### src/pes_hdr_pkg.sv
`timescale 1ns / 1ps
`default_nettype none
// ----------------------------------------------------------------------------
// PES header parser package
// Request and result types, stream id codes and stream class codes shared by
// the PES header parser.
// ----------------------------------------------------------------------------
package pes_hdr_pkg;

    // One byte of the packet stream.
    typedef struct packed {
        logic [7:0] data_byte;
        logic       first_byte;
    } byte_req_t;

    // One header summary.
    typedef struct packed {
        logic        start_code_ok;
        logic [7:0]  sid_byte;
        logic [15:0] packet_length;
        logic [1:0]  stream_class;
        logic [15:0] flag_bits;
        logic [7:0]  header_data_length;
        logic [32:0] pts_value;
        logic [32:0] dts_value;
        logic [32:0] escr_clock;
        logic [8:0]  escr_ext;
        logic [21:0] es_rate;
    } hdr_result_t;

    // Stream class codes.
    localparam logic [1:0] CLASS_OPT_HDR   = 2'd0;
    localparam logic [1:0] CLASS_DATA_ONLY = 2'd1;
    localparam logic [1:0] CLASS_PADDING   = 2'd2;

    // Stream ids with special handling.
    localparam logic [7:0] SID_PROGRAM_MAP = 8'hBC;
    localparam logic [7:0] SID_PADDING     = 8'hBE;
    localparam logic [7:0] SID_PRIVATE_2   = 8'hBF;
    localparam logic [7:0] SID_ECM         = 8'hF0;
    localparam logic [7:0] SID_EMM         = 8'hF1;
    localparam logic [7:0] SID_DSMCC       = 8'hF2;
    localparam logic [7:0] SID_TYPE_E      = 8'hF8;
    localparam logic [7:0] SID_DIRECTORY   = 8'hFF;

    localparam logic [23:0] START_CODE_PREFIX = 24'h000001;

    // Bytes before the optional fields, in the order they arrive.
    localparam logic [4:0] IDX_PREFIX_LAST = 5'd2;
    localparam logic [4:0] IDX_SID         = 5'd3;
    localparam logic [4:0] IDX_LENGTH_HI   = 5'd4;
    localparam logic [4:0] IDX_LENGTH_LO   = 5'd5;
    localparam logic [4:0] IDX_FLAGS_HI    = 5'd6;
    localparam logic [4:0] IDX_FLAGS_LO    = 5'd7;
    localparam logic [4:0] IDX_HDR_LEN     = 5'd8;

    // Field sizes in bytes.
    localparam logic [4:0] STAMP_BYTES = 5'd5;
    localparam logic [4:0] ESCR_BYTES  = 5'd6;
    localparam logic [4:0] RATE_BYTES  = 5'd3;

    // True for the stream ids other than padding that carry no optional header.
    function automatic logic is_data_only(input logic [7:0] sid);
        return (sid == SID_PROGRAM_MAP) || (sid == SID_PRIVATE_2) ||
               (sid == SID_ECM) || (sid == SID_EMM) || (sid == SID_DSMCC) ||
               (sid == SID_TYPE_E) || (sid == SID_DIRECTORY);
    endfunction

endpackage
`default_nettype wire

### src/pes_header_parser.sv
`timescale 1ns / 1ps
`default_nettype none
// ----------------------------------------------------------------------------
// PES header parser
// Parses the header of each PES packet from a byte stream and emits one
// summary per packet with the start code check, stream id, packet length,
// flag bytes, header data length and the assembled PTS, DTS, ESCR and ES rate.
// ----------------------------------------------------------------------------
//
//  Channel  | Handshake                   | Payload
//  ---------+-----------------------------+-------------------------------
//  request  | byte_valid / byte_stall     | byte_data   (byte_req_t)
//  result   | result_valid / result_stall | result_data (hdr_result_t)
//
// One request is accepted in every cycle in which the result register is free
// or being drained. Each byte is folded into the parse state in the cycle it
// is accepted, and a finished summary lands in the result register at the same
// edge, so result_valid rises in the cycle after the last header byte is taken.
// byte_stall is raised only while a summary sits in the result register and
// the consumer stalls it. Reset clears the parse state and the result valid.
//
module pes_header_parser (
    input  wire                      clk,
    input  wire                      rst_n,
    input  wire                      byte_valid,
    output logic                     byte_stall,
    input  pes_hdr_pkg::byte_req_t   byte_data,
    output logic                     result_valid,
    input  wire                      result_stall,
    output pes_hdr_pkg::hdr_result_t result_data
);

    // Parse state.
    logic [4:0]  byte_index_reg,   byte_index_next;
    logic        parse_active_reg, parse_active_next;
    logic        code_good_reg,    code_good_next;
    logic [7:0]  id_reg,           id_next;
    logic [15:0] length_reg,       length_next;
    logic [15:0] flags_reg,        flags_next;
    logic [7:0]  hdr_len_reg,      hdr_len_next;
    logic [47:0] field_shift_reg,  field_shift_next;
    logic [32:0] pts_reg,          pts_next;
    logic [32:0] dts_reg,          dts_next;
    logic [41:0] escr_reg,         escr_next;
    logic [21:0] rate_reg,         rate_next;

    // Result register.
    logic                     result_valid_reg;
    pes_hdr_pkg::hdr_result_t result_reg, result_next;

    logic        accept;
    logic        emit;
    logic [1:0]  emit_class;

    // State as seen by the current byte: a first byte starts a fresh packet.
    logic        base_active;
    logic [4:0]  base_index;
    logic        base_code_good;
    logic [7:0]  base_id;
    logic [15:0] base_length;
    logic [15:0] base_flags;
    logic [7:0]  base_hdr_len;
    logic [47:0] base_shift;
    logic [32:0] base_pts;
    logic [32:0] base_dts;
    logic [41:0] base_escr;
    logic [21:0] base_rate;

    logic [47:0] shifted;
    logic [4:0]  pts_end;
    logic [4:0]  dts_end;
    logic [4:0]  escr_end;
    logic [4:0]  rate_end;
    logic [4:0]  pos;

    assign byte_stall = result_valid_reg && result_stall;
    assign accept     = byte_valid && !byte_stall;

    always_comb
    begin
        if (byte_data.first_byte)
        begin
            base_active    = 1'b1;
            base_index     = '0;
            base_code_good = 1'b0;
            base_id        = '0;
            base_length    = '0;
            base_flags     = '0;
            base_hdr_len   = '0;
            base_shift     = '0;
            base_pts       = '0;
            base_dts       = '0;
            base_escr      = '0;
            base_rate      = '0;
        end
        else
        begin
            base_active    = parse_active_reg;
            base_index     = byte_index_reg;
            base_code_good = code_good_reg;
            base_id        = id_reg;
            base_length    = length_reg;
            base_flags     = flags_reg;
            base_hdr_len   = hdr_len_reg;
            base_shift     = field_shift_reg;
            base_pts       = pts_reg;
            base_dts       = dts_reg;
            base_escr      = escr_reg;
            base_rate      = rate_reg;
        end
    end

    assign shifted = {base_shift[39:0], byte_data.data_byte};

    // End positions of the optional fields, counted in bytes after the
    // header data length byte. Only meaningful once both flag bytes are in.
    assign pts_end  = base_flags[7] ? pes_hdr_pkg::STAMP_BYTES : 5'd0;
    assign dts_end  = pts_end + ((base_flags[7:6] == 2'b11) ?
                                 pes_hdr_pkg::STAMP_BYTES : 5'd0);
    assign escr_end = dts_end + (base_flags[5] ? pes_hdr_pkg::ESCR_BYTES : 5'd0);
    assign rate_end = escr_end + (base_flags[4] ? pes_hdr_pkg::RATE_BYTES : 5'd0);
    assign pos      = base_index - pes_hdr_pkg::IDX_HDR_LEN;

    always_comb
    begin
        byte_index_next   = byte_index_reg;
        parse_active_next = parse_active_reg;
        code_good_next    = code_good_reg;
        id_next           = id_reg;
        length_next       = length_reg;
        flags_next        = flags_reg;
        hdr_len_next      = hdr_len_reg;
        field_shift_next  = field_shift_reg;
        pts_next          = pts_reg;
        dts_next          = dts_reg;
        escr_next         = escr_reg;
        rate_next         = rate_reg;
        emit              = 1'b0;
        emit_class        = pes_hdr_pkg::CLASS_OPT_HDR;

        if (accept)
        begin
            parse_active_next = base_active;
            code_good_next    = base_code_good;
            id_next           = base_id;
            length_next       = base_length;
            flags_next        = base_flags;
            hdr_len_next      = base_hdr_len;
            pts_next          = base_pts;
            dts_next          = base_dts;
            escr_next         = base_escr;
            rate_next         = base_rate;
            byte_index_next   = base_index;
            field_shift_next  = base_shift;

            if (base_active)
            begin
                byte_index_next  = base_index + 5'd1;
                field_shift_next = shifted;

                if (base_index < pes_hdr_pkg::IDX_PREFIX_LAST)
                begin
                    // Leading prefix bytes only feed the shift register.
                end
                else if (base_index == pes_hdr_pkg::IDX_PREFIX_LAST)
                begin
                    code_good_next   = (shifted[23:0] == pes_hdr_pkg::START_CODE_PREFIX);
                    field_shift_next = '0;
                end
                else if (base_index == pes_hdr_pkg::IDX_SID)
                begin
                    id_next          = byte_data.data_byte;
                    field_shift_next = '0;
                end
                else if (base_index == pes_hdr_pkg::IDX_LENGTH_HI)
                begin
                    length_next      = {byte_data.data_byte, 8'h00};
                    field_shift_next = '0;
                end
                else if (base_index == pes_hdr_pkg::IDX_LENGTH_LO)
                begin
                    length_next      = {base_length[15:8], byte_data.data_byte};
                    field_shift_next = '0;
                    if (pes_hdr_pkg::is_data_only(base_id))
                    begin
                        parse_active_next = 1'b0;
                        emit              = 1'b1;
                        emit_class        = pes_hdr_pkg::CLASS_DATA_ONLY;
                    end
                    else if (base_id == pes_hdr_pkg::SID_PADDING)
                    begin
                        parse_active_next = 1'b0;
                        emit              = 1'b1;
                        emit_class        = pes_hdr_pkg::CLASS_PADDING;
                    end
                end
                else if (base_index == pes_hdr_pkg::IDX_FLAGS_HI)
                begin
                    flags_next       = {byte_data.data_byte, 8'h00};
                    field_shift_next = '0;
                end
                else if (base_index == pes_hdr_pkg::IDX_FLAGS_LO)
                begin
                    flags_next       = {base_flags[15:8], byte_data.data_byte};
                    field_shift_next = '0;
                end
                else if (base_index == pes_hdr_pkg::IDX_HDR_LEN)
                begin
                    hdr_len_next     = byte_data.data_byte;
                    field_shift_next = '0;
                    if (rate_end == 5'd0)
                    begin
                        parse_active_next = 1'b0;
                        emit              = 1'b1;
                    end
                end
                else
                begin
                    // Optional fields; a field is captured on its last byte.
                    priority if (pos == pts_end && pts_end != 5'd0)
                    begin
                        pts_next         = {shifted[35:33], shifted[31:17], shifted[15:1]};
                        field_shift_next = '0;
                    end
                    else if (pos == dts_end && dts_end != pts_end)
                    begin
                        dts_next         = {shifted[35:33], shifted[31:17], shifted[15:1]};
                        field_shift_next = '0;
                    end
                    else if (pos == escr_end && escr_end != dts_end)
                    begin
                        escr_next        = {shifted[45:43], shifted[41:27],
                                            shifted[25:11], shifted[9:1]};
                        field_shift_next = '0;
                    end
                    else if (pos == rate_end && rate_end != escr_end)
                    begin
                        rate_next        = shifted[22:1];
                        field_shift_next = '0;
                    end
                    else
                    begin
                        // Inside a field: keep shifting.
                    end

                    if (pos >= rate_end)
                    begin
                        parse_active_next = 1'b0;
                        emit              = 1'b1;
                    end
                end
            end
        end
    end

    always_comb
    begin
        result_next.start_code_ok      = code_good_next;
        result_next.sid_byte           = id_next;
        result_next.packet_length      = length_next;
        result_next.stream_class       = emit_class;
        result_next.flag_bits          = flags_next;
        result_next.header_data_length = hdr_len_next;
        result_next.pts_value          = pts_next;
        result_next.dts_value          = dts_next;
        result_next.escr_clock         = escr_next[41:9];
        result_next.escr_ext           = escr_next[8:0];
        result_next.es_rate            = rate_next;
    end

    always_ff @(posedge clk or negedge rst_n)
    begin
        if (!rst_n)
        begin
            byte_index_reg   <= '0;
            parse_active_reg <= 1'b0;
            code_good_reg    <= 1'b0;
            id_reg           <= '0;
            length_reg       <= '0;
            flags_reg        <= '0;
            hdr_len_reg      <= '0;
            field_shift_reg  <= '0;
            pts_reg          <= '0;
            dts_reg          <= '0;
            escr_reg         <= '0;
            rate_reg         <= '0;
            result_valid_reg <= 1'b0;
        end
        else
        begin
            byte_index_reg   <= byte_index_next;
            parse_active_reg <= parse_active_next;
            code_good_reg    <= code_good_next;
            id_reg           <= id_next;
            length_reg       <= length_next;
            flags_reg        <= flags_next;
            hdr_len_reg      <= hdr_len_next;
            field_shift_reg  <= field_shift_next;
            pts_reg          <= pts_next;
            dts_reg          <= dts_next;
            escr_reg         <= escr_next;
            rate_reg         <= rate_next;
            if (emit)
            begin
                result_valid_reg <= 1'b1;
            end
            else if (!result_stall)
            begin
                result_valid_reg <= 1'b0;
            end
        end
    end

    // The summary payload needs no reset; it is qualified by result_valid.
    always_ff @(posedge clk)
    begin
        if (emit)
        begin
            result_reg <= result_next;
        end
    end

    assign result_valid = result_valid_reg;
    assign result_data  = result_reg;

endmodule
`default_nettype wire

### config.mk
export PLATFORM = sky130hd
export DESIGN_NAME = pes_header_parser
export DESIGN_NICKNAME = d
export VERILOG_FILES = /design/src/pes_hdr_pkg.sv /design/src/pes_header_parser.sv
export SDC_FILE = /design/constraint.sdc
export NUM_CORES = 1
export LEC_CHECK = 0
export BUFFER_PORTS_ARGS = -buffer_cell sky130_fd_sc_hd__buf_2
export CAP_MARGIN = 15
export CORE_ASPECT_RATIO = 1.75
export CORE_MARGIN = 2
export CORE_UTILIZATION = 55
export DETAILED_ROUTE_END_ITERATION = 6
export GPL_TIMING_DRIVEN = 0
export MAX_ROUTING_LAYER = met4
export PLACE_DENSITY = 0.76
export REMOVE_ABC_BUFFERS = 1
export SETUP_SLACK_MARGIN = 0.4
export SYNTH_ARGS = -nofsm -noshare
export SYNTH_HDL_FRONTEND = slang
export SYNTH_SLANG_ARGS = --single-unit
export TNS_END_PERCENT = 10
### constraint.sdc
create_clock -name clk -period 15.4 [get_ports clk]
set_input_delay 1.54 -clock clk [delete_from_list [all_inputs] [get_ports clk]]
set_output_delay 1.54 -clock clk [all_outputs]
set_load 0.005 [all_outputs]
==> results.sh, run 1 <==
export IMPL_wl_per_cell_um=22.3
export IMPL_crit_path_max_fanout=38
export IMPL_grtUsageTotal=0.270
export IMPL_ios=196
export IMPL_ys_seq_area_frac=0.714
export IMPL_drive_gt1_frac=0.221
export IMPL_synth_cells=1145
export IMPL_r2r_setup_slack_ns=10.30
export IMPL_drv_slew=0
export IMPL_synth_cell_types=70
export IMPL_fillers=2075
export IMPL_drt_wl_total_mm=38.4
export IMPL_synth_edf_count=181
export IMPL_die_area_um2=29500
export IMPL_critPathKind="input port to register"
export IMPL_worstHoldPathType="register to register"
export IMPL_rows=81
export IMPL_power_w=0.00263
export IMPL_yosysTopAreaCell="dfrtp_1"
export IMPL_grt_setup_unrepaired="no"
export IMPL_clk_pin_slew_worst_paths_ns=0.07
export IMPL_ir_drop_mv=0.0907
export IMPL_cts_sinks=404
export IMPL_fmax_mhz=158
export IMPL_ctsResizeCount=0
export IMPL_crit_path_max_incr_delay_ns=0.77
export IMPL_area_growth_pct=18.2
export IMPL_min_period_ns=6.34
export IMPL_fp_dieH_um=226
export IMPL_via_per_inst=5.91
export IMPL_ctsHoldBuffers=0
export IMPL_grt_pass1_wl_mm=58.2
export IMPL_routabilityCongestion=0.858
export IMPL_setup_viol=0
export IMPL_drt_iter0_drc=749
export IMPL_cts_path_max_buffers=3
export IMPL_cts_buffers=35
export IMPL_via_count=10200
export IMPL_root_buffer="clkbuf_16"
export IMPL_clkLatencyLatePin_ns=0.53
export IMPL_start_kind="input port"
export IMPL_setup_worst_path_start="byte_data[0]"
export IMPL_grt_pass1_vias=10100
export IMPL_reg2reg_depth=15
export IMPL_ant_nets=0
export IMPL_reg2reg_to="result_data[89]"
export IMPL_outcome="completed"
export IMPL_relSlewSlack=0.323
export IMPL_placed_cells_incl_taps=1657
export IMPL_start_util=0.556
export IMPL_worstPathRequired_ns=15.66
export IMPL_fin_nets=1349
export IMPL_stdcell_count=1720
export IMPL_cp_slowest_cell="a311oi_1"
export IMPL_endpoint="result_data[89]"
export IMPL_synth_area_leaders="dfrtp_1 36%, edfxtp_1 35%, a22o_1 5.5%, nand2_1 4.5%, o21ai_0 3.6%"
export IMPL_timing_final_ws_setup_ns=9.06
export IMPL_die_w_um=131
export IMPL_r2r_start="flags_reg[6]"
export IMPL_synth_flop_cell="dfrtp_1"
export IMPL_largest_reg_flops=181
export IMPL_htree_levels=2
export IMPL_place_ws_ns=8.60
export IMPL_syn_area_per_cell_um2=13.5
export IMPL_synth_top_area_frac=0.362
export IMPL_critPathCaptureType="register"
export IMPL_synthArstFlopShare=0.552
export IMPL_ys_ff_latch=404
export IMPL_period_share=0.412
export IMPL_grt_overflow_total=0
export IMPL_n_antenna_cell=0
export IMPL_yosys_warnings=0
export IMPL_cts_tree="built"
export IMPL_p_per_area_nw_per_um2=144
export IMPL_drv_cap=0
export IMPL_path_common_cell="buf_12"
export IMPL_drt_drc_violations_left=0
export IMPL_grt_antenna_before_repair=0
export IMPL_finalHoldViolations=0
export IMPL_dr_pass1_iters=5
export IMPL_critPathArrivalTime_ns=6.61
export IMPL_hpwl_mm=24.9
export IMPL_final_setup_skew_ns=0.0177
export IMPL_grt_max_degree=114
export IMPL_tightestPinTransition_ns=1.01
export IMPL_post_cts_buffers=0
export IMPL_port_buffers=195
export IMPL_coreArea_um2=27800
export IMPL_p_leak_nw=7.65
export IMPL_syn_cell_area_um2=15400
export IMPL_cp_cell_sequence="buf_2 -> buf_12 -> nand2b_1 -> nor2_1 -> ha_1 -> fa_1 -> nand3_1 -> a21oi_1 -> o32a_1 -> ha_1 -> and3_1 -> a221o_1 -> and2_1 -> a311oi_1 -> nor2_4 -> buf_12 -> buf_12"
## Yosys cell counts (8+ instances only)
cell type	n
a22oi_1	29
mux2i_1	13
dfrtp_1	223
a22o_1	96
o21ai_0	110
nand2_1	183
nor2_1	40
nor3_1	8
clkbuf_1	44
nand3_1	12
buf_2	19
a21oi_1	21
inv_1	8
a31oi_1	8
nand4_1	9
ha_1	14
edfxtp_1	181
## cell usage in the layout (no fill, tap or decap), drive strengths merged, types with 3 or more instances in the layout
master and n:
a211oi 4, a21o 5, a21oi 22, a22o 96, a22oi 29, a31oi 8, and2 4, and3 5
and3b 3, buf 212, bufinv 6, clkbuf 44, clkinv 9, clkinvlp 4, dfrtp 223, edfxtp 181
ha 14, inv 10, mux2i 13, nand2 183, nand2b 8, nand3 12, nand3b 3, nand4 9
nor2 41, nor2b 5, nor3 9, nor4 6, nor4b 8, o21ai 118, o21bai 3, o2bb2ai 7
or2 4, or4 3, xnor2 3, xor2 3
## cells by family after synthesis
family	Yosys count	share of synthesized area
flip-flops	404	0.714
AND/OR/NAND/NOR	312	0.0959
AO/OA/AOI/OAI	311	0.140
buffers and inverters	83	0.0251
adder cells (fa/ha/maj)	15	0.0127
multiplexers	14	0.00916
XOR/XNOR	6	0.00341
## per-layer routing
layer	vias to the layer above	GRT usage	wire length [um]
met1	5092	0.321	14300
met3	114	0.0311	1730
met2	384	0.452	20200
met4	0	0.140	2110
met5	-	-	0
li1	4571	-	-
## final cells by class
| class | instances | area, um2 | area share |
|---|---|---|---|
| Clock buffer | 44 | 1000 | 0.0550 |
| Clock inverter | 19 | 255 | 0.0140 |
| Inverter | 10 | 37.5 | 0.00206 |
| Multi-Input combinational cell | 658 | 4090 | 0.224 |
| Sequential cell | 404 | 11000 | 0.604 |
| Tap cell | 373 | 467 | 0.0256 |
| Timing Repair Buffer | 212 | 1360 | 0.0747 |
## power breakdown
group          switching (W)  leakage, nW  total, W  internal (W)
clock               0.000392        0.608  0.000956      0.000564
combinational       0.000198         2.29  0.000323      0.000124
sequential          0.000108         4.75   0.00135       0.00124
## through the flow
step	hold WS [ns]	area [um2]	util	TNS, ns
2_1_floorplan	0.451	15100	-	0
3_3_place_gp	0.473	16500	0.595	-255.46
3_5_place_dp	0.477	17000	0.611	0
4_1_cts	0.496	18200	0.656	0
5_1_grt	0.518	18200	0.656	0
6_report	0.497	18200	0.656	0
## how the worst min path moves through the flow
stage                         from             end  slack (ns)  depth (start not counted)
floorplan           length_reg[14]  length_reg[14]        0.45                          2
global placement        pts_reg[6]      pts_reg[6]        0.47                          2
detailed placement      dts_reg[2]      dts_reg[2]        0.48                          1
CTS                    dts_reg[11]     dts_reg[11]        0.50                          1
global route         length_reg[1]   length_reg[1]        0.52                          1
finish                flags_reg[0]    flags_reg[0]        0.50                          1
## worst max-delay path, delay by kind of cell
family / cells / cell delay (ns)
and+or+nand+nor: 6 / 1.10
buffers and inverters: 4 / 1.31
AOI/OAI and AO/OA: 4 / 1.53
adders and majority gates: 3 / 1.03
(Power assumes the default switching activity.)
==> run 2: changes to the inputs <==
--- a/config.mk
+++ b/config.mk
@@ -5,6 +5,7 @@
 export SDC_FILE = /design/constraint.sdc
 export NUM_CORES = 1
 export LEC_CHECK = 0
+export ABC_AREA = 1
 export BUFFER_PORTS_ARGS = -buffer_cell sky130_fd_sc_hd__buf_2
 export CAP_MARGIN = 15
 export CORE_ASPECT_RATIO = 1.75
==> constraint.sdc (replaced) <==
create_clock -name clk -period 6.6 [get_ports clk]
set_input_delay 0.66 -clock clk [delete_from_list [all_inputs] [get_ports clk]]
set_output_delay 0.66 -clock clk [all_outputs]
set_load 0.005 [all_outputs]
==> run 2 against run 1 <==
  * Synthesized cell count up 62%
  * First-iteration DRC count increased by 54%
  * Combinational power rose to 4.3 times the previous value
  * Register-to-register slack got worse by 9.0 ns
  * Highest routed layer unchanged
  * Core utilization decreased by 2.3 points
  * Non-clock buffer count fell by 8
  * Sequential power rose by 140%
  * Cell area is 11% higher
  * Die area up 15%
  * Global-route usage grew 1.8 points
  * Clock power up 120%
==> results.sh, run 2 <==
export IMPL_grt_overflow_total=0
export IMPL_design_area_um2=20300
export IMPL_drt_wl_total_mm=47.4
export IMPL_grt_pass1_wl_mm=74.7
export IMPL_rows=87
export IMPL_fp_dieH_um=242
export IMPL_critPathArrivalTime_ns=5.91
export IMPL_place_ws_ns=0.416
export IMPL_timing_final_ws_setup_ns=0.863
export IMPL_grt_antenna_before_repair=0
export IMPL_via_count=14000
export IMPL_ir_drop_mv=0.280
export IMPL_grt_pass1_vias=13900
export IMPL_area_growth_pct=14.2
export IMPL_worstHoldPathType="input port to async pin"
export IMPL_critPathCaptureType="register"
export IMPL_grt_max_degree=118
export IMPL_drv_cap=0
export IMPL_period_share=0.869
export IMPL_r2r_start="result_valid"
export IMPL_critPathKind="input port to register"
export IMPL_reg2reg_depth=10
export IMPL_start_util=0.554
export IMPL_clk_pin_slew_worst_paths_ns=0.06
export IMPL_cts_buffers=37
export IMPL_grt_setup_unrepaired="no"
export IMPL_clkLatencyLatePin_ns=0.55
export IMPL_synth_flop_cell="dfrtp_1"
export IMPL_placed_area_um2=19100
export IMPL_outcome="completed"
export IMPL_ys_seq_area_frac=0.621
export IMPL_crit_path_max_incr_delay_ns=0.58
export IMPL_routabilityCongestion=0.904
export IMPL_ctsResizeCount=0
export IMPL_cp_slowest_cell="inv_8"
export IMPL_drt_drc_violations_left=0
export IMPL_synth_common_cells="447 x nand2_1, 223 x dfrtp_1, 221 x o21ai_0, 198 x inv_1, 181 x edfxtp_1"
export IMPL_p_per_area_nw_per_um2=335
export IMPL_cts_tree="built"
export IMPL_die_area_um2=33800
export IMPL_ys_ff_latch=404
export IMPL_dr_pass1_iters=5
export IMPL_yosysMostFrequentCell="nand2_1"
export IMPL_synth_edf_count=181
export IMPL_synthArstFlopShare=0.552
export IMPL_via_per_inst=5.78
export IMPL_cp_cell_sequence="buf_4 -> buf_16 -> inv_4 -> buf_16 -> nand2_1 -> ha_1 -> nand2_1 -> inv_2 -> nor2_2 -> inv_2 -> nor2_4 -> inv_2 -> nor2_4 -> nand3_1 -> inv_8 -> buf_16"
export IMPL_finalHoldViolations=0
export IMPL_r2r_setup_slack_ns=1.32
export IMPL_final_setup_skew_ns=0.0191
export IMPL_largest_reg_flops=181
export IMPL_synth_cells=1851
export IMPL_hpwl_mm=30.6
export IMPL_min_period_ns=5.74
export IMPL_wl_per_cell_um=19.6
export IMPL_drv_slew=0
export IMPL_ios=196
export IMPL_yosysTopAreaCell="dfrtp_1"
export IMPL_layout_commonest_cell="nand2_1"
export IMPL_syn_cell_area_um2=17700
export IMPL_final_cell_mix="445 x nand2_1, 223 x dfrtp_1, 221 x o21ai_0, 194 x inv_1, 193 x buf_2"
export IMPL_tightestPinTransition_ns=1.00
export IMPL_die_w_um=140
export IMPL_synth_cell_types=36
export IMPL_p_leak_nw=8.88
export IMPL_cts_path_max_buffers=3
export IMPL_ant_nets=0
export IMPL_synth_top_area_frac=0.315
export IMPL_drt_iter0_drc=1157
export IMPL_htree_levels=2
export IMPL_synth_area_leaders="dfrtp_1 31%, edfxtp_1 31%, nand2_1 9.5%, o21ai_0 6.2%, inv_1 4.2%"
export IMPL_root_buffer="clkbuf_16"
export IMPL_cts_sinks=404
export IMPL_crit_path_max_fanout=100
export IMPL_drive_gt1_frac=0.145
export IMPL_worstPathRequired_ns=6.77
export IMPL_utilization=0.633
export IMPL_port_buffers=195
export IMPL_coreArea_um2=32000
export IMPL_post_cts_buffers=0
export IMPL_fin_nets=2020
export IMPL_ctsHoldBuffers=0
export IMPL_reg2reg_to="result_data[41]"
export IMPL_fmax_mhz=174
export IMPL_grtUsageTotal=0.288
export IMPL_yosys_warnings=0
export IMPL_relSlewSlack=0.334
export IMPL_syn_area_per_cell_um2=9.58
export IMPL_setup_viol=0
export IMPL_power_w=0.00679
export IMPL_start_kind="input port"
export IMPL_n_antenna_cell=0
export IMPL_setup_worst_path_start="byte_data[0]"
==> run 2: changes by cell type in the layout (fill, tap and decap cells not counted), moves of 49 or more <==
cell      change
o211ai_1     +95
a21oi_1      +49
a22o_1       -96
inv_1       +186
nand2_1     +264
nor2_1       +71
nand3_1      +74
o21ai_0     +111
==> run 2: critical path, delay by kind of cell <==
family	cells	cell delay, ns
fa+ha+maj	1	0.26
buf+inv	9	2.87
simple gates	6	1.77
==> run 2: final cells by class <==
| cell class | instances | area, um2 |
|---|---|---|
| Fill cell | 2595 | 11700 |
| Sequential cell | 404 | 11000 |
| Multi-Input combinational cell | 1136 | 5550 |
| Timing Repair Buffer | 204 | 1200 |
| Clock buffer | 53 | 1070 |
| Inverter | 209 | 800 |
| Tap cell | 400 | 500 |
| Clock inverter | 15 | 129 |
==> run 2: stage by stage <==
stage	setup TNS [ns]	cells	hold slack, ns
CTS	0	2420	0.230
finish	0	2421	0.178
detailed placement	0	2352	0.470
global placement	-2337.84	2344	0.463
global route	0	2421	0.245
floorplan	-656.84	1749	0.364
==> run 2: metal layers <==
metal / GRT usage / vias to the layer above / wire length, um / part of all wire
li1: - / 6526 / - / -
met1: 0.335 / 6846 / 17800 / 0.38
met2: 0.501 / 501 / 25300 / 0.53
met3: 0.0378 / 126 / 2260 / 0.048
met4: 0.125 / 0 / 2010 / 0.042
met5: - / - / 0 / 0
==> run 2: how the worst max path moves through the flow <==
stage / end / slack (ns) / cells past startpoint
final: result_data[41] / 0.86 / 16
after global routing: result_data[41] / 0.60 / 17
after CTS: result_data[51] / 0.95 / 16
after detailed placement: result_data[127] / 0.42 / 16
after global placement: result_data[127] / -9.29 / 8
after floorplan: result_data[0] / -3.63 / 7
==> run 2: cells by family after synthesis <==
| kind of cell | Yosys count | synth area share |
|---|---|---|
| simple gates | 688 | 0.159 |
| compound gates | 427 | 0.139 |
| flops | 404 | 0.621 |
| buf+inv | 311 | 0.0670 |
| fa+ha+maj | 15 | 0.0110 |
| xor+xnor | 6 | 0.00296 |
==> run 2: power breakdown <==
group          internal (W)  total (W)  switching [W]
Clock               0.00121    0.00215       0.000940
Sequential          0.00309    0.00326       0.000164
Combinational      0.000401    0.00138       0.000982
Total               0.00471    0.00679        0.00209
